## src/sv/qrs_pkg.sv

```systemverilog
// Shared constants and types for the quadratic root solver.
`timescale 1ns / 1ps
`default_nettype none
package qrs_pkg;
   localparam int QRS_FRAC_BITS = 16;
   localparam int QRS_COEF_W    = 32;

   typedef enum logic [2:0] {
      KIND_LINEAR = 3'd0,
      KIND_NO_B   = 3'd1,
      KIND_NO_C   = 3'd2,
      KIND_FULL   = 3'd3,
      KIND_NONE   = 3'd4
   } kind_type;
endpackage
`default_nettype wire

```

## src/sv/qrs_sqrt.sv

```systemverilog
// Pipelined integer square root, one root bit per stage.
`timescale 1ns / 1ps
`default_nettype none
module qrs_sqrt
   import qrs_pkg::*;
#(
   parameter int OP_W   = 2 * QRS_COEF_W,
   parameter int SIDE_W = 8
) (
   input  wire logic                clock,
   input  wire logic                reset,
   input  wire logic                en,
   input  wire logic                in_valid,
   input  wire logic [OP_W-1:0]     in_op,
   input  wire logic [SIDE_W-1:0]   in_side,
   output logic                     out_valid,
   output logic [OP_W/2-1:0]        out_root,
   output logic [SIDE_W-1:0]        out_side
);
   localparam int ROOT_W = OP_W / 2;
   localparam int REM_W  = ROOT_W + 1;

   logic [ROOT_W-1:0] vld_ff;
   logic [REM_W-1:0]  rem_ff  [ROOT_W];
   logic [REM_W-1:0]  rem_in  [ROOT_W];
   logic [ROOT_W-1:0] root_ff [ROOT_W];
   logic [ROOT_W-1:0] root_in [ROOT_W];
   logic [OP_W-1:0]   op_ff   [ROOT_W];
   logic [OP_W-1:0]   op_in   [ROOT_W];
   logic [SIDE_W-1:0] side_ff [ROOT_W];
   logic [SIDE_W-1:0] side_in [ROOT_W];

   // rem = 4*rem + next pair; subtract 4*root+1 when it fits
   always_comb begin
      logic [REM_W-1:0]  rm;
      logic [ROOT_W-1:0] rt;
      logic [OP_W-1:0]   op;
      logic [SIDE_W-1:0] sd;
      logic [REM_W+1:0]  cur, trial, diff;
      for (int k = 0; k < ROOT_W; k++) begin
         if (k == 0) begin
            rm = '0;
            rt = '0;
            op = in_op;
            sd = in_side;
         end else begin
            rm = rem_ff[k-1];
            rt = root_ff[k-1];
            op = op_ff[k-1];
            sd = side_ff[k-1];
         end
         cur   = {rm, op[OP_W-1 -: 2]};
         trial = {1'b0, rt, 2'b01};
         diff  = cur - trial;
         if (cur >= trial) begin
            rem_in[k]  = diff[REM_W-1:0];
            root_in[k] = {rt[ROOT_W-2:0], 1'b1};
         end else begin
            rem_in[k]  = cur[REM_W-1:0];
            root_in[k] = {rt[ROOT_W-2:0], 1'b0};
         end
         op_in[k]   = {op[OP_W-3:0], 2'b00};
         side_in[k] = sd;
      end
   end

   always_ff @(posedge clock) begin
      if (reset) begin
         vld_ff <= '0;
      end else if (en) begin
         vld_ff <= {vld_ff[ROOT_W-2:0], in_valid};
      end
      if (en) begin
         for (int k = 0; k < ROOT_W; k++) begin
            rem_ff[k]  <= rem_in[k];
            root_ff[k] <= root_in[k];
            op_ff[k]   <= op_in[k];
            side_ff[k] <= side_in[k];
         end
      end
   end

   assign out_valid = vld_ff[ROOT_W-1];
   assign out_root  = root_ff[ROOT_W-1];
   assign out_side  = side_ff[ROOT_W-1];
endmodule
`default_nettype wire
```

## config.mk

```make
export PLATFORM = sky130hd
export DESIGN_NAME = qrs_sqrt
export DESIGN_NICKNAME = d
export VERILOG_FILES = /design/src/sv/qrs_pkg.sv /design/src/sv/qrs_sqrt.sv
export SDC_FILE = /design/constraint.sdc
export NUM_CORES = 2
export LEC_CHECK = 0
export BUFFER_PORTS_ARGS = -buffer_cell sky130_fd_sc_hd__buf_2
export CORE_AREA = 4 4 1029 519
export DETAILED_ROUTE_END_ITERATION = 8
export DIE_AREA = 0 0 1033 523
export SLEW_MARGIN = 20
export SYNTH_ARGS = -nofsm -noshare
export SYNTH_HDL_FRONTEND = slang
export SYNTH_MEMORY_MAX_BITS = 65536
export SYNTH_SLANG_ARGS = --single-unit
```

## constraint.sdc

```tcl
create_clock -name clock -period 3.2 [get_ports clock]
set_input_delay 0.64 -clock clock [delete_from_list [all_inputs] [get_ports clock]]
set_output_delay 0.64 -clock clock [all_outputs]
set_load 0.05 [all_outputs]
```

# Word level (Yosys, flattened, before mapping)
# Memory sizes are Yosys's and may differ from the RTL's.
# Cells that the tools add are included.
# classes
n_addsub	32
multipliers	0
div	0
magnitude_cmp	32
eq_ne	0
n_shift	0
n_mux	66
bitwise_logic	0
n_reduce_logical	0
# op_table
cell	n
35-bit by 34-bit greater-or-equal comparator with 1-bit output	31
33-bit 2-to-1 mux	32
33-bit subtractor	31
1-bit 2-to-1 mux	34
2-bit by 1-bit subtractor with 3-bit output, second input constant	1
2-bit by 1-bit greater-or-equal comparator with 1-bit output, second input constant	1
# totals
regBits	32
latchBits	0
ramBits	4320
romBits	0
input_bits	76
output_inout_bits	41
elab_cells	135
n_memories	4
# mem_list
memory	words	width	rd	rd_ports_with_merged_regs	wr	line	text
op_ff	32	62	31	0	32	qrs_sqrt.sv:28	logic [OP_W-1:0] op_ff [ROOT_W];
rem_ff	32	33	31	0	32	qrs_sqrt.sv:24	logic [REM_W-1:0] rem_ff [ROOT_W];
root_ff	32	32	32	0	32	qrs_sqrt.sv:26	logic [ROOT_W-1:0] root_ff [ROOT_W];
side_ff	32	8	32	0	32	qrs_sqrt.sv:30	logic [SIDE_W-1:0] side_ff [ROOT_W];

# Logic depth before layout (Yosys ltp)
# An unclocked memory read counts as a cell.
# logic_depth
word_depth	3
depth_mapped	14
depth_no_buf	12

# Worst setup path after synthesis
# OpenSTA, ideal clock, no wires.
# synth_timing
kind	flip-flop to flip-flop
start	mem rem_ff[0][445] (netlist name)
end	mem rem_ff[0][467] (netlist name) (data pin)
setup_time_ps	260
arrival_ps	3200
required_ps	2940
setup_slack_ps	-261
stages_incl_launch_ff	11
n_path_buf	2
synth_period_minus_slack_ps	3461
cell_sequence	edfxtp_1 or4_4 or4_4 or4_1 or2_1 buf_6 nand2b_4 nand2b_4 or3_1 buf_6 mux2_4
# synth_lines
item	line
start, declared	qrs_sqrt.sv:24

==> results by group <==
Floorplanning
  • Placeable core area: 524000 sq um
  • Area enclosed by the die boundary: 540000 sq um
  • Die H: 523 microns
  • Starting density of the core: 0.240
  • Row count: 188
  • Horizontal die dimension: 1030 microns
  • Number of top-level pins: 117

Run status
  • Violations in the final reports: setup timing
  • Outcome: complete, but fails checks

Layout
  • Number of filler cells placed in the layout: 52300
  • Fraction of final layout cells sized beyond drive strength 1: 0.191
  • Post-route insts no fill: 18000
  • Total number of nets in the final design: 11400
  • Multi-input logic area: 41400 sq um
  • Area of all sequential standard cells: 83200 sq um
  • Area added between synthesis and finish: 23.7%

Placed design
  • Hpwl dp: 183000 microns
  • Number of buffers inserted by port buffering: 116
  • Placed cell count: 17300
  • Routability-driven placement congestion ratio: 0.856

CTS
  • CTS clk-pin slew, worst paths: 60 ps
  • H-tree depth: 5
  • Clock latency reported for the late side of the worst-skew pair: 920 ps
  • Number of buffers added by the clock tree synthesis step: 283
  • Clk sink count: 2783
  • Clock tree from TritonCTS: built
  • Cell at the root of the clock tree: sky130_fd_sc_hd__clkbuf_16
  • Maximum clock insertion buffer count: 4

STA
  • Final Max Tran Viols: 0
  • Setup violators final: 33
  • Clock period minus final worst setup slack: 3440 ps
  • Final critical-path setup slack: -241 ps
  • Worst slew pin tran: 819 ps
  • Final count of hold timing violations: 0
  • Clk_skew: 73.6 ps
  • Highest attainable clock frequency: 291 MHz
  • Post-route fraction of the period consumed by the critical path: 1.08
  • Headroom to the max-slew limit: 0.454
  • Setup repair after global routing missed its margin: yes

Synth
  • Number of synthesized register bits: 2783
  • Leading area contributor after synthesis: sky130_fd_sc_hd__edfxtp_1
  • Number of warning messages in the yosys log: 0
  • Most used DFF post-synth: sky130_fd_sc_hd__edfxtp_1
  • Ys async rst share: 0
  • Post-synthesis cell type count: 97
  • Dominant cell by count in the synthesized netlist: sky130_fd_sc_hd__edfxtp_1
  • Area of the mapped netlist: 126000 sq um
  • Number of nets in the synthesized netlist: 10100
  • Post-synthesis area per instance: 13.3 sq um
  • Leading cell types by total area after synthesis: sky130_fd_sc_hd__edfxtp_1, sky130_fd_sc_hd__ha_1, sky130_fd_sc_hd__xor2_1, sky130_fd_sc_hd__xnor2_1, sky130_fd_sc_hd__inv_1
  • Leading cell types by count after synthesis: sky130_fd_sc_hd__edfxtp_1, sky130_fd_sc_hd__inv_1, sky130_fd_sc_hd__nand2_1
  • EDFF count, synth: 2751
  • Share of the yosys chip area belonging to registers: 0.662
  • Portion of synthesized cell area occupied by the leading cell type: 0.657
  • Number of instances in the synthesized netlist: 9463

Global routing
  • Via count of the first global-routing pass: 75800
  • Antenna violations before repair: 2
  • Overflow left after global routing: 0
  • Global router's overall resource usage: 0.0912
  • Maximum number of pins on one net before global-route repair: 118
  • Global-route wire length before repair: 407000 microns

Routing
  • Detailed-route via count: 75100
  • First-pass detailed-route iteration total: 5
  • Iter 0 DRT Violations: 3843
  • Final routed wirelength across all metal layers: 259000 microns
  • Post-route DRC violation count: 0
  • DR vias/cell: 4.18
  • Post-route ant nets: 0
  • WL per Instance: 14.4 microns

Critical path
  • Kind of end point of the critical path: flip-flop
  • Maximum fanout along the worst path: 26
  • Worst EP arrival: 4060 ps
  • CP Class: reg -> reg
  • Required time of the critical path: 3820 ps
  • Register-to-register setup slack: -240 ps
  • Startpoint class of the critical path: flip-flop

Pwr
  • Power density relative to cell area: 678 nW/um^2
  • Proportion of power drawn by the clock network: 0.316
  • Static Leakage: 58.7 nW
  • Max IR drop VDD: 0.490 mV
  • Switching power summed over all nets: 0.0299 W
  • Switching part of the total power: 0.284
  • Sequential cell fraction of total power: 0.458
  • Internal power summed over all cells: 0.0754 W
  • Share of total power in combinational logic: 0.225
  • Power consumption: 0.105 W

Worst hold path
  • Type of the worst min-delay path: in -> reg

Run
  • Max Cap Viol: 0
-- power by group through the flow --
stage	combinational [W]	clock, W	sequential (W)
2_1_floorplan	0.0145	0	0.0479
3_3_place_gp	0.0218	0	0.0489
3_5_place_dp	0.0221	0	0.0490
4_1_cts	0.0228	0.0349	0.0482
5_1_grt	0.0263	0.0365	0.0487
6_report	0.0237	0.0333	0.0483
-- metal layers --
layer | vias to the layer above | wire length (microns) | global-route usage
met2 | 1191 | 127000 | 0.161
met1 | 35800 | 112000 | 0.111
met4 | 4 | 11500 | 0.0368
met5 | - | 25 | 0
met3 | 577 | 9510 | 0.0162
li1 | 37600 | - | -
-- final cells by class --
type	instances	area share
Sequential cell	2783	0.536
Inverter	720	0.0175
Antenna cell	2	0.0000322
Multi-Input combinational cell	5728	0.266
Clock buffer	330	0.0472
Timing Repair Buffer	1209	0.0653
Clock inverter	161	0.0115
Tap cell	7030	0.0566
-- flip-flops by register name, indices dropped and copies added (netlist names) --
register  cells
op_ff       992
rem_ff      975
root_ff     528
side_ff     256
vld_ff       32
-- repair_timing --
item	CTS	global route
setup endpoints to repair	348	666
hold endpoints to repair	74	0
setup buffers	47	73
hold buffers	74	0
gates resized for setup	206	391
pin swaps	56	130
gates cloned	6	8
-- cells in the final DEF, fill, tap and decap left out, types with 60 or more instances in the layout --
cell type,n
sky130_fd_sc_hd__edfxtp_1,2751
sky130_fd_sc_hd__buf_4,907
sky130_fd_sc_hd__inv_1,709
sky130_fd_sc_hd__nand2_1,657
sky130_fd_sc_hd__ha_1,527
sky130_fd_sc_hd__nor2_1,522
sky130_fd_sc_hd__a21oi_1,454
sky130_fd_sc_hd__o21ai_0,417
sky130_fd_sc_hd__xor2_1,407
sky130_fd_sc_hd__xnor2_1,372
sky130_fd_sc_hd__clkbuf_16,293
sky130_fd_sc_hd__a21o_1,270
sky130_fd_sc_hd__nor3_1,211
sky130_fd_sc_hd__nand3_1,139
sky130_fd_sc_hd__buf_2,115
sky130_fd_sc_hd__nor4_1,102
sky130_fd_sc_hd__nand4_1,100
sky130_fd_sc_hd__nand2b_1,89
sky130_fd_sc_hd__or3_1,88
sky130_fd_sc_hd__o21a_1,84
sky130_fd_sc_hd__nor2b_1,75
sky130_fd_sc_hd__dlygate4sd3_1,74
sky130_fd_sc_hd__buf_12,70
sky130_fd_sc_hd__a21oi_2,61
sky130_fd_sc_hd__o31ai_1,60
-- through the flow --
| stage | util | setup TNS [ps] | setup WS (ps) | hold WS [ps] | instance area (sq um) |
|---|---|---|---|---|---|
| 2_1_floorplan | - | -3580 | -244 | 400 | 126000 |
| 3_3_place_gp | 0.271 | -22730 | -337 | 400 | 142000 |
| 3_5_place_dp | 0.271 | -26940 | -353 | 405 | 142000 |
| 4_1_cts | 0.292 | -7780 | -236 | 127 | 153000 |
| 5_1_grt | 0.297 | -13740 | -298 | 164 | 155000 |
| 6_report | 0.297 | -4040 | -241 | 228 | 155000 |
-- cells by family after synthesis --
family | after synthesis | share of synthesized area
AO/OA/AOI/OAI | 1825 | 0.0910
XOR/XNOR | 786 | 0.0548
adder cells (fa/ha/maj) | 561 | 0.0558
buffers and inverters | 953 | 0.0300
flip-flops | 2783 | 0.662
multiplexers | 120 | 0.0104
other | 1 | 0.0000298
AND/OR/NAND/NOR | 2434 | 0.0955
-- final timing paths --
kind | from | cells past startpoint | endpoint
setup / recovery | rem_ff[0][446]$_DFFE_PP_ | 9 | rem_ff[0][469]$_DFFE_PP_
hold / removal | reset | 2 | vld_ff[1]$_SDFFE_PP0P_
setup reg to reg | rem_ff[0][446]$_DFFE_PP_ | 9 | rem_ff[0][469]$_DFFE_PP_
hold reg to reg | op_ff[1][544]$_DFFE_PP_ | 0 | op_ff[1][608]$_DFFE_PP_
-- critical path, stage by stage, from the launching register on --
cell                       delay, ps
sky130_fd_sc_hd__edfxtp_1        390
sky130_fd_sc_hd__or4_4           550
sky130_fd_sc_hd__or4_4           430
sky130_fd_sc_hd__or4_4           430
sky130_fd_sc_hd__or2_4           250
sky130_fd_sc_hd__nand2b_4        140
sky130_fd_sc_hd__nand2b_4        160
sky130_fd_sc_hd__or3_4           350
sky130_fd_sc_hd__buf_12          170
sky130_fd_sc_hd__mux2_4          310
(Power assumes the default switching activity.)
